==> src/hw/rtl/mcpg_pkg.sv <==
// Shared constants and types for the midpoint circle pixel generator.
`timescale 1ns / 1ps

package mcpg_pkg;

  // Coordinate width of center, radius and offsets.
  localparam int COORD_BITS_DEF = 11;

  // Generated point coordinates, two's complement.
  localparam int PIX_BITS = 13;
  localparam int VALUE_BITS = 8;
  localparam int DEPTH_BITS = 8;

  // Result payload: pixel_x, pixel_y, out_value, out_depth, padded to bytes.
  localparam int OUT_FIELD_BITS = 2 * PIX_BITS + VALUE_BITS + DEPTH_BITS;
  localparam int OUT_TDATA_BITS = ((OUT_FIELD_BITS + 7) / 8) * 8;
  localparam int OUT_PAD_BITS = OUT_TDATA_BITS - OUT_FIELD_BITS;

  // Jobs held between the front and back halves.
  localparam int QUEUE_DEPTH = 2;

  // Points emitted per job.
  localparam int POINTS_PER_STEP = 8;
  localparam int POINT_IDX_BITS = $clog2(POINTS_PER_STEP);

  typedef enum logic {
    CMD_START = 1'b0,
    CMD_STEP  = 1'b1
  } cmd_t;

endpackage

==> src/hw/rtl/midpoint_circle_pixel_generator_top.sv <==
// Top level of the midpoint circle pixel generator.
//
//   channel  | dir | payload                                         | frame
//   s_axis   | in  | tuser: command                                  | none
//            |     | tdata: center_x, center_y, radius, value, depth |
//   m_axis   | out | tdata: pixel_x, pixel_y, out_value, out_depth   | tlast: last_of_step
//            |     | tuser: last_of_circle                           |
//
// Each start or step produces eight points, one per cycle from the output
// register while m_tready is high; the front updates the decision term and
// hands the job to a two-entry queue. A step while idle is taken and produces
// nothing. Reset clears the circle state and empties queue and output register.
// The input stalls only when the queue is full.
`timescale 1ns / 1ps

module midpoint_circle_pixel_generator_top #(
  parameter int COORD_BITS = mcpg_pkg::COORD_BITS_DEF
) (
  input  logic                                clk,
  input  logic                                rst,
  input  logic                                s_tvalid,
  output logic                                s_tready,
  // center_x, center_y, radius, pixel_value, pixel_depth, zero pad
  input  logic [((3 * COORD_BITS + mcpg_pkg::VALUE_BITS + mcpg_pkg::DEPTH_BITS + 7) / 8)
                * 8 - 1:0]                    s_tdata,
  // command
  input  logic                                s_tuser,
  output logic                                m_tvalid,
  input  logic                                m_tready,
  // pixel_x, pixel_y, out_value, out_depth, zero pad
  output logic [mcpg_pkg::OUT_TDATA_BITS-1:0] m_tdata,
  output logic                                m_tlast,
  // last_of_circle
  output logic                                m_tuser
);

  localparam int CB = COORD_BITS;
  localparam int VB = mcpg_pkg::VALUE_BITS;
  localparam int DB = mcpg_pkg::DEPTH_BITS;
  localparam int JOB_BITS = 4 * CB + VB + DB + 1;

  logic                          f_valid;
  logic                          f_ready;
  logic [CB-1:0]                 f_cx;
  logic [CB-1:0]                 f_cy;
  logic [CB-1:0]                 f_x;
  logic [CB-1:0]                 f_y;
  logic [VB-1:0]                 f_value;
  logic [DB-1:0]                 f_depth;
  logic                          f_done;
  logic                          b_valid;
  logic                          b_ready;
  logic [JOB_BITS-1:0]           q_in;
  logic [JOB_BITS-1:0]           q_out;
  logic [mcpg_pkg::PIX_BITS-1:0] pixel_x;
  logic [mcpg_pkg::PIX_BITS-1:0] pixel_y;
  logic [VB-1:0]                 out_value;
  logic [DB-1:0]                 out_depth;

  mcpg_front #(
    .COORD_BITS(COORD_BITS)
  ) u_front (
    .clk         (clk),
    .rst         (rst),
    .in_valid    (s_tvalid),
    .in_ready    (s_tready),
    .command     (mcpg_pkg::cmd_t'(s_tuser)),
    .center_x    (s_tdata[CB-1:0]),
    .center_y    (s_tdata[2*CB-1:CB]),
    .radius      (s_tdata[3*CB-1:2*CB]),
    .pixel_value (s_tdata[3*CB+VB-1:3*CB]),
    .pixel_depth (s_tdata[3*CB+VB+DB-1:3*CB+VB]),
    .job_valid   (f_valid),
    .job_ready   (f_ready),
    .job_cx      (f_cx),
    .job_cy      (f_cy),
    .job_x       (f_x),
    .job_y       (f_y),
    .job_value   (f_value),
    .job_depth   (f_depth),
    .job_done    (f_done)
  );

  assign q_in = {f_done, f_depth, f_value, f_y, f_x, f_cy, f_cx};

  mcpg_queue #(
    .WIDTH(JOB_BITS),
    .DEPTH(mcpg_pkg::QUEUE_DEPTH)
  ) u_queue (
    .clk      (clk),
    .rst      (rst),
    .wr_valid (f_valid),
    .wr_ready (f_ready),
    .wr_data  (q_in),
    .rd_valid (b_valid),
    .rd_ready (b_ready),
    .rd_data  (q_out)
  );

  mcpg_back #(
    .COORD_BITS(COORD_BITS)
  ) u_back (
    .clk            (clk),
    .rst            (rst),
    .job_valid      (b_valid),
    .job_ready      (b_ready),
    .job_cx         (q_out[CB-1:0]),
    .job_cy         (q_out[2*CB-1:CB]),
    .job_x          (q_out[3*CB-1:2*CB]),
    .job_y          (q_out[4*CB-1:3*CB]),
    .job_value      (q_out[4*CB+VB-1:4*CB]),
    .job_depth      (q_out[4*CB+VB+DB-1:4*CB+VB]),
    .job_done       (q_out[JOB_BITS-1]),
    .out_valid      (m_tvalid),
    .out_ready      (m_tready),
    .pixel_x        (pixel_x),
    .pixel_y        (pixel_y),
    .out_value      (out_value),
    .out_depth      (out_depth),
    .last_of_step   (m_tlast),
    .last_of_circle (m_tuser)
  );

  assign m_tdata = {{mcpg_pkg::OUT_PAD_BITS{1'b0}}, out_depth, out_value, pixel_y, pixel_x};

endmodule

==> src/hw/rtl/mcpg_front.sv <==
// Front half: accepts commands, runs the midpoint decision update, issues jobs.
`timescale 1ns / 1ps

module mcpg_front #(
  parameter int COORD_BITS = mcpg_pkg::COORD_BITS_DEF
) (
  input  logic                            clk,
  input  logic                            rst,
  input  logic                            in_valid,
  output logic                            in_ready,
  input  mcpg_pkg::cmd_t                  command,
  input  logic [COORD_BITS-1:0]           center_x,
  input  logic [COORD_BITS-1:0]           center_y,
  input  logic [COORD_BITS-1:0]           radius,
  input  logic [mcpg_pkg::VALUE_BITS-1:0] pixel_value,
  input  logic [mcpg_pkg::DEPTH_BITS-1:0] pixel_depth,
  output logic                            job_valid,
  input  logic                            job_ready,
  output logic [COORD_BITS-1:0]           job_cx,
  output logic [COORD_BITS-1:0]           job_cy,
  output logic [COORD_BITS-1:0]           job_x,
  output logic [COORD_BITS-1:0]           job_y,
  output logic [mcpg_pkg::VALUE_BITS-1:0] job_value,
  output logic [mcpg_pkg::DEPTH_BITS-1:0] job_depth,
  output logic                            job_done
);

  localparam int DEC_BITS = COORD_BITS + 3;

  logic                            active;
  logic [COORD_BITS-1:0]           offset_x;
  logic [COORD_BITS-1:0]           offset_y;
  logic [DEC_BITS-1:0]             decision;
  logic [COORD_BITS-1:0]           saved_center_x;
  logic [COORD_BITS-1:0]           saved_center_y;
  logic [mcpg_pkg::VALUE_BITS-1:0] saved_value;
  logic [mcpg_pkg::DEPTH_BITS-1:0] saved_depth;

  logic                  accept;
  logic                  is_start;
  logic [COORD_BITS-1:0] offset_x_next;
  logic [COORD_BITS-1:0] offset_y_next;
  logic [DEC_BITS-1:0]   decision_next;
  logic [DEC_BITS-1:0]   x_ext;
  logic [DEC_BITS-1:0]   y_ext;

  assign in_ready = job_ready;
  assign accept   = in_valid && in_ready;
  assign is_start = (command == mcpg_pkg::CMD_START);

  assign x_ext = DEC_BITS'(offset_x);
  assign y_ext = DEC_BITS'(offset_y);

  always_comb begin
    if (is_start) begin
      offset_x_next = '0;
      offset_y_next = radius;
      decision_next = DEC_BITS'(1) - DEC_BITS'(radius);
    end else if (decision[DEC_BITS-1]) begin
      offset_x_next = offset_x + COORD_BITS'(1);
      offset_y_next = offset_y;
      decision_next = decision + (x_ext << 1) + DEC_BITS'(3);
    end else begin
      offset_x_next = offset_x + COORD_BITS'(1);
      offset_y_next = offset_y - COORD_BITS'(1);
      decision_next = decision + ((x_ext - y_ext) << 1) + DEC_BITS'(5);
    end
  end

  // A step while idle is taken and dropped.
  assign job_valid = in_valid && (is_start || active);
  assign job_cx    = is_start ? center_x : saved_center_x;
  assign job_cy    = is_start ? center_y : saved_center_y;
  assign job_value = is_start ? pixel_value : saved_value;
  assign job_depth = is_start ? pixel_depth : saved_depth;
  assign job_x     = offset_x_next;
  assign job_y     = offset_y_next;
  assign job_done  = (offset_y_next <= offset_x_next);

  always_ff @(posedge clk) begin
    if (rst) begin
      active         <= 1'b0;
      offset_x       <= '0;
      offset_y       <= '0;
      decision       <= '0;
      saved_center_x <= '0;
      saved_center_y <= '0;
      saved_value    <= '0;
      saved_depth    <= '0;
    end else if (accept && (is_start || active)) begin
      offset_x <= offset_x_next;
      offset_y <= offset_y_next;
      decision <= decision_next;
      active   <= !job_done;
      if (is_start) begin
        saved_center_x <= center_x;
        saved_center_y <= center_y;
        saved_value    <= pixel_value;
        saved_depth    <= pixel_depth;
      end
    end
  end

endmodule

==> src/hw/rtl/mcpg_queue.sv <==
// Short job queue between the front and back halves.
`timescale 1ns / 1ps

module mcpg_queue #(
  parameter int WIDTH = 8,
  parameter int DEPTH = mcpg_pkg::QUEUE_DEPTH
) (
  input  logic             clk,
  input  logic             rst,
  input  logic             wr_valid,
  output logic             wr_ready,
  input  logic [WIDTH-1:0] wr_data,
  output logic             rd_valid,
  input  logic             rd_ready,
  output logic [WIDTH-1:0] rd_data
);

  localparam int PTR_BITS = (DEPTH > 1) ? $clog2(DEPTH) : 1;
  localparam int CNT_BITS = $clog2(DEPTH + 1);

  logic [WIDTH-1:0]    mem [DEPTH];
  logic [PTR_BITS-1:0] wr_ptr;
  logic [PTR_BITS-1:0] rd_ptr;
  logic [CNT_BITS-1:0] count;
  logic                push;
  logic                pop;

  assign wr_ready = (count != CNT_BITS'(DEPTH));
  assign rd_valid = (count != '0);
  assign rd_data  = mem[rd_ptr];
  assign push     = wr_valid && wr_ready;
  assign pop      = rd_valid && rd_ready;

  always_ff @(posedge clk) begin
    if (push) begin
      mem[wr_ptr] <= wr_data;
    end
  end

  always_ff @(posedge clk) begin
    if (rst) begin
      wr_ptr <= '0;
      rd_ptr <= '0;
      count  <= '0;
    end else begin
      if (push) begin
        wr_ptr <= (wr_ptr == PTR_BITS'(DEPTH - 1)) ? '0 : wr_ptr + PTR_BITS'(1);
      end
      if (pop) begin
        rd_ptr <= (rd_ptr == PTR_BITS'(DEPTH - 1)) ? '0 : rd_ptr + PTR_BITS'(1);
      end
      if (push && !pop) begin
        count <= count + CNT_BITS'(1);
      end else if (pop && !push) begin
        count <= count - CNT_BITS'(1);
      end
    end
  end

endmodule

==> src/hw/rtl/mcpg_back.sv <==
// Back half: walks the eight octant points of a job into the output register.
`timescale 1ns / 1ps

module mcpg_back #(
  parameter int COORD_BITS = mcpg_pkg::COORD_BITS_DEF
) (
  input  logic                                clk,
  input  logic                                rst,
  input  logic                                job_valid,
  output logic                                job_ready,
  input  logic [COORD_BITS-1:0]               job_cx,
  input  logic [COORD_BITS-1:0]               job_cy,
  input  logic [COORD_BITS-1:0]               job_x,
  input  logic [COORD_BITS-1:0]               job_y,
  input  logic [mcpg_pkg::VALUE_BITS-1:0]     job_value,
  input  logic [mcpg_pkg::DEPTH_BITS-1:0]     job_depth,
  input  logic                                job_done,
  output logic                                out_valid,
  input  logic                                out_ready,
  output logic [mcpg_pkg::PIX_BITS-1:0]       pixel_x,
  output logic [mcpg_pkg::PIX_BITS-1:0]       pixel_y,
  output logic [mcpg_pkg::VALUE_BITS-1:0]     out_value,
  output logic [mcpg_pkg::DEPTH_BITS-1:0]     out_depth,
  output logic                                last_of_step,
  output logic                                last_of_circle
);

  localparam int SUM_BITS = (COORD_BITS + 2 > mcpg_pkg::PIX_BITS) ?
                            COORD_BITS + 2 : mcpg_pkg::PIX_BITS;
  localparam int IDX_BITS = mcpg_pkg::POINT_IDX_BITS;

  logic                            held;
  logic [IDX_BITS-1:0]             idx;
  logic [COORD_BITS-1:0]           cur_cx;
  logic [COORD_BITS-1:0]           cur_cy;
  logic [COORD_BITS-1:0]           cur_x;
  logic [COORD_BITS-1:0]           cur_y;
  logic [mcpg_pkg::VALUE_BITS-1:0] cur_value;
  logic [mcpg_pkg::DEPTH_BITS-1:0] cur_depth;
  logic                            cur_done;

  logic                  out_adv;
  logic                  emit;
  logic                  last_idx;
  logic [COORD_BITS-1:0] off_a;
  logic [COORD_BITS-1:0] off_b;
  logic [SUM_BITS-1:0]   sum_x;
  logic [SUM_BITS-1:0]   sum_y;

  assign out_adv   = !out_valid || out_ready;
  assign emit      = held && out_adv;
  assign last_idx  = (idx == IDX_BITS'(mcpg_pkg::POINTS_PER_STEP - 1));
  assign job_ready = !held || (emit && last_idx);

  // Upper half of the sequence swaps x and y; idx[1] negates the column
  // offset, idx[0] the row offset.
  assign off_a = idx[2] ? cur_y : cur_x;
  assign off_b = idx[2] ? cur_x : cur_y;

  always_comb begin
    if (idx[1]) begin
      sum_x = SUM_BITS'(cur_cx) - SUM_BITS'(off_a);
    end else begin
      sum_x = SUM_BITS'(cur_cx) + SUM_BITS'(off_a);
    end
    if (idx[0]) begin
      sum_y = SUM_BITS'(cur_cy) - SUM_BITS'(off_b);
    end else begin
      sum_y = SUM_BITS'(cur_cy) + SUM_BITS'(off_b);
    end
  end

  always_ff @(posedge clk) begin
    if (rst) begin
      held <= 1'b0;
      idx  <= '0;
    end else begin
      if (job_valid && job_ready) begin
        held <= 1'b1;
        idx  <= '0;
      end else if (emit) begin
        idx <= idx + IDX_BITS'(1);
        if (last_idx) begin
          held <= 1'b0;
        end
      end
    end
  end

  always_ff @(posedge clk) begin
    if (job_valid && job_ready) begin
      cur_cx    <= job_cx;
      cur_cy    <= job_cy;
      cur_x     <= job_x;
      cur_y     <= job_y;
      cur_value <= job_value;
      cur_depth <= job_depth;
      cur_done  <= job_done;
    end
  end

  always_ff @(posedge clk) begin
    if (rst) begin
      out_valid <= 1'b0;
    end else if (out_adv) begin
      out_valid <= held;
    end
  end

  always_ff @(posedge clk) begin
    if (emit) begin
      pixel_x        <= sum_x[mcpg_pkg::PIX_BITS-1:0];
      pixel_y        <= sum_y[mcpg_pkg::PIX_BITS-1:0];
      out_value      <= cur_value;
      out_depth      <= cur_depth;
      last_of_step   <= last_idx;
      last_of_circle <= last_idx && cur_done;
    end
  end

endmodule

==> config.mk <==
export PLATFORM = sky130hd
export DESIGN_NAME = midpoint_circle_pixel_generator_top
export DESIGN_NICKNAME = d
export VERILOG_FILES = /design/src/hw/rtl/mcpg_pkg.sv /design/src/hw/rtl/midpoint_circle_pixel_generator_top.sv /design/src/hw/rtl/mcpg_front.sv /design/src/hw/rtl/mcpg_queue.sv /design/src/hw/rtl/mcpg_back.sv
export SDC_FILE = /design/constraint.sdc
export NUM_CORES = 1
export LEC_CHECK = 0
export ABC_AREA = 1
export BUFFER_PORTS_ARGS = -buffer_cell sky130_fd_sc_hd__buf_2
export CAP_MARGIN = 20
export CORE_UTILIZATION = 45
export CTS_CLUSTER_SIZE = 40
export DETAILED_ROUTE_END_ITERATION = 16
export PLACE_DENSITY = 0.69
export SYNTH_ARGS = -nofsm -noshare
export SYNTH_HDL_FRONTEND = slang
export SYNTH_SLANG_ARGS = --single-unit
==> constraint.sdc <==
create_clock -name clk -period 7.8 [get_ports clk]
set_input_delay 1.56 -clock clk [delete_from_list [all_inputs] [get_ports clk]]
set_output_delay 1.56 -clock clk [all_outputs]
set_load 0.1 [all_outputs]
-- After elaboration in Yosys (flattened, before gate mapping)
Memories as Yosys holds them, arrays and structs flattened. A register that Yosys moved wholly into a read port is not among the register bits.
Index checks and enable logic that the tools add are counted.
- word-level logic and storage cells: 88
- memories: 1
- bits in writable memories: 122
- output and inout port bits: 52
- input port bits: 61
- bits in registers: 128
- memories (name ; words ; bits a word ; rd ports ; clocked after memory_dff ; wr ports ; RTL line ; source):
    u_queue.mem ; 2 ; 61 ; 1 ; 1 ; 1 ; mcpg_queue.sv:21 ; logic [WIDTH-1:0] mem [DEPTH];
- $add $sub $neg: 17
- order comparisons: 1
- bitwise logic cells: 1
- mux-type cells: 22
- reduce and logical (&&, ||, !) cells: 24
- eq/ne operators: 2
- operators by type and width (operator ; count):
    $mux 11 ; 7
    $sub 11x11->12 ; 3
    $mux 14 ; 2
    $mux 13 ; 2
    $add 11x11->12 ; 2
    $mux 8 ; 2
    $add 14x12->14 ; 1
    $add 14x14->14 ; 1
    $add 14x2->14 const B ; 1
    $add 14x3->14 const B ; 1
    $sub 1x11->12 const A ; 1
    $add 11x1->11 const B ; 1
    $le 11x11->1 ; 1
    $sub 11x1->11 const B ; 1
    $logic_and 1x1->1 ; 10
    $reduce_bool 2->1 ; 4
    $mux 1 ; 7
    $logic_not 1->1 ; 5
    $mux 2 ; 2
    $add 3x1->3 const B ; 1
    $eq 3x3->1 const B ; 1
    $logic_or 1x1->1 ; 3
    $add 1x1->1 const B ; 2
    $add 2x1->2 const B ; 1
    5 further kinds ; 5

-- Depth between registers and ports, before layout
Gate-level depths: netlist of the first run.
- depth after elaboration: 9
- gate-level depth with buffers: 26

-- Modules after synthesis
From an unflattened synthesis of the first run, not the netlist that was laid out.
- cell total of the unflattened synthesis: 1836
- area, all modules: 17367.9 um^2
- modules (own cells, without submodules) (module ; cells an instance ; times used ; area an instance (um^2)):
    mcpg_front ; 943 ; 1 ; 6199.7
    mcpg_back ; 659 ; 1 ; 6173.4
    mcpg_queue ; 227 ; 1 ; 4946.0
    midpoint_circle_pixel_generator_top ; 7 ; 1 ; 48.8

-- Worst setup path before layout of the first run
OpenSTA, ideal clock, no wires.
- path kind: input -> register
- start: input port m_tready
- end: register u_queue.count[1]
- buffers on the path: 0
- library setup time: 0.122 ns
- data required time: 7.678 ns
- path slack: 1.708 ns
- cell stages on the path: 10
- arrival: 5.970 ns
- path through: inv_1 -> nand2_1 -> a21oi_1 -> a21oi_1 -> inv_1 -> ha_1 -> a21oi_1 -> o21ai_0 -> o21ai_0 -> a21oi_1
- cells in the longest elaborated chain, start to end: 8
- elaborated cells on any way between the ends: 10
- classes of those cells: mux: 1; reduce/logical: 9
- ends and longest elaborated chain (item ; RTL line ; source):
    from (decl) ; midpoint_circle_pixel_generator_top.sv:29 ; input logic m_tready,
    $logic_or 1x1->1 * ; mcpg_back.sv:50 ; assign out_adv = !out_valid || out_ready;
    $logic_and 1x1->1 * ; mcpg_back.sv:51 ; assign emit = held && out_adv;
    $logic_and 1x1->1 * ; mcpg_back.sv:53 ; assign job_ready = !held || (emit && last_idx);
    $logic_or 1x1->1 * ; mcpg_back.sv:53 ;
    $logic_and 1x1->1 * ; mcpg_queue.sv:32 ; assign pop = rd_valid && rd_ready;
    net u_queue.pop ; mcpg_queue.sv:26 ; logic pop;
    $logic_not 1->1 ; mcpg_queue.sv:52 ; if (push && !pop) begin
    $logic_and 1x1->1 ; mcpg_queue.sv:52 ;
    $mux 2 / $reduce_bool 2->1 (equally long branches) ; n/a ;
    to (signal assigned) ; mcpg_queue.sv:53 ; count <= count + CNT_BITS'(1);
    to (signal assigned) ; mcpg_queue.sv:55 ; count <= count - CNT_BITS'(1);
    to (decl) ; mcpg_queue.sv:24 ; logic [CNT_BITS-1:0] count;
The timed path passes the listed nets; every way through them passes the cells marked *.
A chain may end at the register's enable or synchronous reset.

-- Worst setup path in the final report of the first run
- start: input port s_tuser
- end: register u_front.active
- cells in the longest elaborated chain, start to end: 3
- elaborated cells on any way between the ends: 7
- classes of those cells: order compare: 1; mux: 2; bitwise: 1; reduce/logical: 3
- ends and longest elaborated chain (item ; RTL line ; source):
    from (decl) ; midpoint_circle_pixel_generator_top.sv:27 ; input logic s_tuser,
    $mux 11 ; mcpg_front.sv:55 ; if (is_start) begin
    net f_y[3] ; midpoint_circle_pixel_generator_top.sv:47 ; logic [CB-1:0] f_y;
    $le 11x11->1 ; mcpg_front.sv:78 ; assign job_done = (offset_y_next <= offset_x_next);
    $logic_not 1->1 ; mcpg_front.sv:94 ; active <= !job_done;
    to (signal assigned) ; mcpg_front.sv:94 ;
    to (decl) ; mcpg_front.sv:30 ; logic active;
The timed path passes the listed nets, and every way through them passes these cells.

==> results of run 1 <==
-- registers in the layout (all words and copies together), names as in the netlist, 11 cells and up --
| register | cells |
|---|---|
| u_back.cur_y | 11 |
| u_front.offset_x | 11 |
| u_front.saved_center_x | 11 |
| u_front.saved_center_y | 11 |
| u_back.pixel_y | 13 |
| u_back.pixel_x | 13 |
| u_back.cur_cy | 11 |
| u_back.cur_x | 11 |
| u_front.decision | 14 |
| u_back.cur_cx | 11 |
| u_queue.mem | 122 |
| u_front.offset_y | 11 |
-- routing by layer --
| layer | global-route usage | routed length [µm] | vias up |
|---|---|---|---|
| met5 | 0 | 0 | - |
| met3 | 0.0271 | 1690 | 52 |
| met4 | 0.0533 | 729 | 0 |
| met1 | 0.268 | 17100 | 5782 |
| met2 | 0.341 | 18000 | 316 |
| li1 | - | - | 6348 |
-- logic make-up (layout without fill, tap and decap cells) --
group | count (synthesis) | count (layout) | synth area share
buffers and inverters | 309 | 408 | 0.0741
muxes | 2 | 2 | 0.00121
DFF | 311 | 311 | 0.514
adders and majority gates | 128 | 128 | 0.100
AOI/OAI and AO/OA | 400 | 400 | 0.130
and+or+nand+nor | 661 | 661 | 0.163
other | 1 | 6 | 0.000227
xor gates and xnor gates | 35 | 35 | 0.0185
-- worst reg2reg max path: cells and delay by family, from the launching register on --
kind                       cells  cell delay [ns]
adders and majority gates      4             1.24
AOI/OAI and AO/OA              3             0.44
DFF                            1             0.34
and+or+nand+nor               13             1.23
buffers and inverters          3             0.27
xor gates and xnor gates       1             0.14
-- through the flow --
step	total power, mW	worst slack, ns	util
2_1_floorplan	5.47	1.71	-
3_5_place_dp	6.30	3.34	0.486
4_1_cts	7.94	3.87	0.518
5_1_grt	8.46	3.59	0.518
6_report	7.90	3.86	0.518
3_3_place_gp	6.21	3.38	0.486
-- layout make-up --
cell class,instances,area share
Multi-Input combinational cell,1232,0.370
Timing Repair Buffer,111,0.0316
Tap cell,461,0.0311
Clock buffer,42,0.0486
Clock inverter,20,0.0128
Inverter,235,0.0477
Sequential cell,311,0.458
-- layout by cell type, fill, tap and decap left out, drive strengths merged, types with 4 or more instances in the layout --
master / count
o21ai: 200
edfxtp: 227
nor3: 16
bufinv: 4
xnor2: 9
nand2: 463
nand4: 12
o21bai: 9
o31ai: 4
a31oi: 10
nor2: 97
a21boi: 6
ha: 121
nand3: 58
a211oi: 4
fa: 7
buf: 111
a221oi: 5
xor2: 26
clkinv: 11
clkbuf: 42
a21oi: 153
nor4: 5
conb: 6
dfxtp: 84
nand3b: 5
inv: 237
-- power breakdown --
part           internal [mW]  switching, mW  leakage (nW)
Clock                  0.966          0.659         0.544
Combinational           1.02           2.69          4.69
Sequential              2.38          0.191          2.82
-- how the worst min path moves through the flow --
stage / from / end / depth (start not counted)
after global placement: u_back.cur_value[6] / u_back.out_value[6] / 0
after CTS: u_back.cur_value[6] / u_back.out_value[6] / 0
after detailed placement: u_back.cur_value[6] / u_back.out_value[6] / 0
final: u_back.cur_value[6] / u_back.out_value[6] / 0
after global routing: u_back.cur_depth[1] / u_back.out_depth[1] / 0
after floorplan: u_back.cur_depth[0] / u_back.out_depth[0] / 0
==> out/qor.yml, run 1 <==
status: "finished, final reports clean"
cp_num_buf_inv: 5
die-area_um2: 37500
fillerInstances: 3265
power-per-cell-area_nw_per_um2: 426
max-cap-violations: 0
post-route-drc-count: 0
num_rows: 69
worst-path-max-fanout: 62
htreeDepth: 2
ordered_list_of_cells_on_the_worst_path: "buf_2 > buf_4 > inv_2 > buf_4 > nand2_1 > o21ai_0 > ha_1 > inv_1 > nor3_1 > nand3_1 > o2111ai_1 > nand3_1 > a21oi_1"
synth_async_sr_flop_share: 0
gp_congestion: 0.895
timing.clock.skew_ns: 0.0130
netlist.top_cell.by_area: "sky130_fd_sc_hd__edfxtp_1"
post_route_cells_drive_above_1_share: 0.0974
layout-area-overhead-vs-synth_pct: 12.1
timing_worst_slew_pin_value_ns: 1.04
seq_cells_post_synth: 311
placeableCoreArea_um2: 35800
slowest_delay_ns: 0.60
multi_input_comb_area_um2: 6860
avgRoutedWirePerCell_um: 15.6
worst-endpoint-arrival_ns: 4.38
placedInstanceArea_um2: 17400
whs_ns: 0.418
route.final.wire_length_um: 37500
grt.total_usage: 0.200
fp.dieH_um: 194
crit_type: "input pin to flop"
antenna_cells_inserted: 0
synth_area_per_cell_um2: 8.95
postCtsHoldBufs: 0
grt_antenna_before_repair: 0
clock_tree_from_tritoncts: "done"
clk_path_buf_depth: 3
critical_path.endpoint: "u_front.active"
period_needed_ns: 3.94
ys_top_cells_by_area: "sky130_fd_sc_hd__edfxtp_1, sky130_fd_sc_hd__nand2_1, sky130_fd_sc_hd__dfxtp_1"
final_area_um2: 18500
maxSlewViolCount: 0
synth.distinct_cells: 53
via_count_of_the_first_global_routing_pass: 11969
cts-resized-gates: 0
cp_slowest_cell: "sky130_fd_sc_hd__buf_4"
post_cts_setup_buffers: 0
critPathLaunchType: "input pin"
final_total_negative_setup_slack_ns: 0
synth_sequential_area_ratio: 0.514
crit-reg2reg-capture: "u_front.decision[12]"
end_kind: "flop"
synth_top_cell_area_share: 0.412
static_leakage_power_nw: 8.06
clk_root_buffer_cell: "sky130_fd_sc_hd__clkbuf_16"
clock.fmax_mhz: 254
num_vias: 12498
type_of_the_worst_min_delay_path: "flop to flop"
grt_overflow: 0
family_with_the_most_delay_on_the_worst_path: "buffers and inverters"
clkTransAtPathRegs_ns: 0.06
maximum_number_of_pins_on_one_net_before_global_route_repair: 97
setup_repair_after_global_routing_missed_its_margin: "no"
yosys_most_used_dff: "sky130_fd_sc_hd__edfxtp_1"
synth.cell_area_um2: 16500
critical_path_cell_count: 13
boundaryPins: 113
worstRegToRegCells: 24
synthMostInstantiatedCell: "sky130_fd_sc_hd__nand2_1"
final_cells: 2412
post_synth_inst_count: 1847
timing.final.setup_violations: 0
worst-endpoint-required_ns: 8.24
worst_r2r_startpoint: "u_front.offset_x[0]"
layout_worst_path_cycle_share: 0.506
postRouteAntennaNets: 0
floorplan.initialDensity: 0.462
synthesis.yosys.warnings: 0
area_of_all_sequential_standard_cells_um2: 8500
portBuffers: 99
final_net_count: 2114
initialDrtViolationCount: 768
final-hold-violation-count: 0
place.detailed.hpwl_um: 26700
vias_per_cell: 5.18
grt_first_pass_wirelength_um: 60900
fp.dieW_um: 194
worst_skew_late_latency_ns: 0.52
clock_sink_count: 311
post_place_cells: 2350
setup.reg_to_reg.worst_slack_ns: 4.07
peakVddDrop_mv: 0.222
drtPass1Iterations: 6
edff_count_synth: 227
relSlewSlack: 0.305
ys_top_cells_by_count: "sky130_fd_sc_hd__nand2_1, sky130_fd_sc_hd__inv_1, sky130_fd_sc_hd__edfxtp_1"
tritoncts.num_buffers: 34
setup.worst_path.start: "s_tuser"
No activity file was read; power rests on OpenSTA's default activity.
==> inputs of run 2 (changes only) <==
PLACE_DENSITY = 0.72   (was 0.69)
clock period = 3.55 ns   (was 7.8 ns; I/O delays follow)
==> run 2 against run 1 <==
  * Critical path depth rose by 11
  * Clock power is 120% higher
  * Register-to-register slack got worse by 3.9 ns
  * Largest cell class unchanged
==> out/qor.yml, run 2 (synthesis gave the netlist of run 1 again) <==
status: "finished, final reports clean"
largestRegisters: "u_queue.mem x122, u_front.decision x14"
fp.dieH_um: 194  # unchanged
critPathLaunchType: "flop"
place.detailed.hpwl_um: 27400  # +2.7%
maximum_number_of_pins_on_one_net_before_global_route_repair: 77  # -21%
type_of_the_worst_min_delay_path: "flop to flop"
floorplan.initialDensity: 0.462  # unchanged
layout_commonest_cell: "sky130_fd_sc_hd__nand2_1"
grt_overflow: 0  # unchanged
final_util: 0.527  # +0.00974
worstHoldPathCells: 0  # unchanged
placedInstanceArea_um2: 17600  # +0.85%
maxSlewViolCount: 0  # unchanged
timing.final.setup_violations: 0  # unchanged
avgRoutedWirePerCell_um: 16.0  # +3.1%
timing.clock.skew_ns: 0.0126  # -0.000430 ns
period_needed_ns: 3.37
timing_worst_slew_pin_value_ns: 1.04  # -0.00200 ns
post-route-drc-count: 0  # unchanged
num_rows: 69  # unchanged
max-cap-violations: 0  # unchanged
via_count_of_the_first_global_routing_pass: 12276  # +2.6%
clk_root_buffer_cell: "sky130_fd_sc_hd__clkbuf_16"
detailedPlace.worstSlack_ns: 0.0471  # -3.29 ns
layout_worst_path_cycle_share: 0.948
clock_tree_from_tritoncts: "done"
final-hold-violation-count: 0  # unchanged
clock_sink_count: 311  # unchanged
clkTransAtPathRegs_ns: 0.06  # about the same
drtPass1Iterations: 8  # +2
grt_antenna_before_repair: 2  # +2
worst-endpoint-arrival_ns: 3.82  # -0.56 ns
crit_type: "flop to flop"
route.final.wire_length_um: 39100  # +4.1%
placeableCoreArea_um2: 35800  # unchanged
die-area_um2: 37500  # unchanged
num_vias: 12812  # +2.5%
worst_skew_late_latency_ns: 0.52  # about the same
postRouteAntennaNets: 0  # unchanged
relSlewSlack: 0.306  # +0.000321
flip_flop_count_of_the_largest_register_after_layout: 122  # unchanged
portBuffers: 99  # unchanged
grt_first_pass_wirelength_um: 62100  # +2.1%
initialDrtViolationCount: 874  # +14%
setup_repair_after_global_routing_missed_its_margin: "yes"
vias_per_cell: 5.26  # +1.5%
power-per-cell-area_nw_per_um2: 944  # +120%
peakVddDrop_mv: 0.426  # +92%
registers.top_by_ff_count: "u_queue.mem"
gp_congestion: 0.948  # +5.9%
end_kind: "flop"
htreeDepth: 2  # unchanged
clock.fmax_mhz: 297
worst-endpoint-required_ns: 4.01  # -4.23 ns
static_leakage_power_nw: 8.22  # +2.0%
postCtsHoldBufs: 0  # unchanged
finalWorstSetupSlack_ns: 0.185  # -3.67 ns
clk_path_buf_depth: 3  # unchanged
final_area_um2: 18900  # +1.9%
tritoncts.num_buffers: 34  # unchanged
layout-area-overhead-vs-synth_pct: 14.2
antenna_cells_inserted: 0  # unchanged
grt.total_usage: 0.206  # +0.00545
layout.cells.most_common_list: "sky130_fd_sc_hd__nand2_1, sky130_fd_sc_hd__edfxtp_1, sky130_fd_sc_hd__inv_1"
worstRegToRegCells: 24  # unchanged
boundaryPins: 113  # unchanged
worst-path-max-fanout: 5  # -92%
fp.dieW_um: 194  # unchanged
final_net_count: 2139  # +1.2%
post_route_cells_drive_above_1_share: 0.124  # +0.0271
==> run 2: cell types whose count changed in the layout (fill, tap and decap cells not counted), sizes merged <==
cell and change:
clkinvlp +1, buf +25, clkbuf +3, bufinv -1
clkinv -3
==> run 2: worst max-delay path, cell delays in order (launching register included) <==
cell and delay (ns):
sky130_fd_sc_hd__dfxtp_2 0.32, sky130_fd_sc_hd__inv_2 0.07, sky130_fd_sc_hd__ha_4 0.16, sky130_fd_sc_hd__inv_4 0.03, sky130_fd_sc_hd__fa_2 0.39, sky130_fd_sc_hd__nand3_2 0.08
sky130_fd_sc_hd__nand2_2 0.06, sky130_fd_sc_hd__nand4_1 0.12, sky130_fd_sc_hd__o211ai_1 0.14, sky130_fd_sc_hd__nand2_1 0.09, sky130_fd_sc_hd__nand2_1 0.06, sky130_fd_sc_hd__a21oi_2 0.14
sky130_fd_sc_hd__xnor2_1 0.09, sky130_fd_sc_hd__ha_1 0.33, sky130_fd_sc_hd__ha_4 0.31, sky130_fd_sc_hd__inv_2 0.05, sky130_fd_sc_hd__nor3_2 0.20, sky130_fd_sc_hd__nand3_1 0.12
sky130_fd_sc_hd__nand3_2 0.09, sky130_fd_sc_hd__nor2_1 0.05, sky130_fd_sc_hd__nor2_1 0.10, sky130_fd_sc_hd__nand2_1 0.06, sky130_fd_sc_hd__nand2_1 0.05, sky130_fd_sc_hd__nand2_1 0.05
sky130_fd_sc_hd__a21oi_1 0.13
==> run 2: final cells by class <==
type,instances,area [µm²]
fillers,3193,16900
flip-flops and latches,311,8510
multi-input cells,1232,6990
clock buffers,45,953
inverters,235,887
repair buffers,136,786
well taps,461,577
clock inverters,17,195
==> run 2: worst paths after layout <==
check	start	end	slack [ns]
worst min-delay path	u_back.cur_value[7]	u_back.out_value[7]	0.42
worst max register to register	u_front.offset_x[0]	u_front.decision[12]	0.18
worst max-delay path	u_front.offset_x[0]	u_front.decision[12]	0.18
worst min register to register	u_back.cur_value[7]	u_back.out_value[7]	0.42
==> run 2: routing by layer <==
layer / track usage / vias to the layer above / part of all wire
li1: - / 6383 / -
met1: 0.271 / 5965 / 0.45
met2: 0.339 / 366 / 0.46
met3: 0.0304 / 98 / 0.052
met4: 0.0859 / 0 / 0.037
met5: 0 / - / 0
==> run 2: timing repair <==
| item | CTS | global route |
|---|---|---|
| gates resized for setup | 0 | 32 |
| setup buffers | 0 | 7 |
| setup endpoints to repair | 0 | 6 |
| hold endpoints to repair | 0 | 0 |
==> run 2: stage by stage <==
stage / hold slack [ns] / cells / TNS (ns) / power (mW)
6_report: 0.421 / 2437 / 0 / 17.8
4_1_cts: 0.419 / 2430 / 0 / 17.6
3_3_place_gp: 0.404 / 2368 / 0 / 13.8
5_1_grt: 0.422 / 2437 / -0.0751 / 19.1
2_1_floorplan: 0.400 / 1852 / 0 / 12.0
3_5_place_dp: 0.405 / 2368 / 0 / 13.9
==> run 2: where the power goes <==
| group | internal, mW | switching [mW] |
|---|---|---|
| clock network | 2.13 | 1.46 |
| registers | 5.22 | 0.390 |
| logic | 2.48 | 6.14 |
| total | 9.84 | 7.99 |
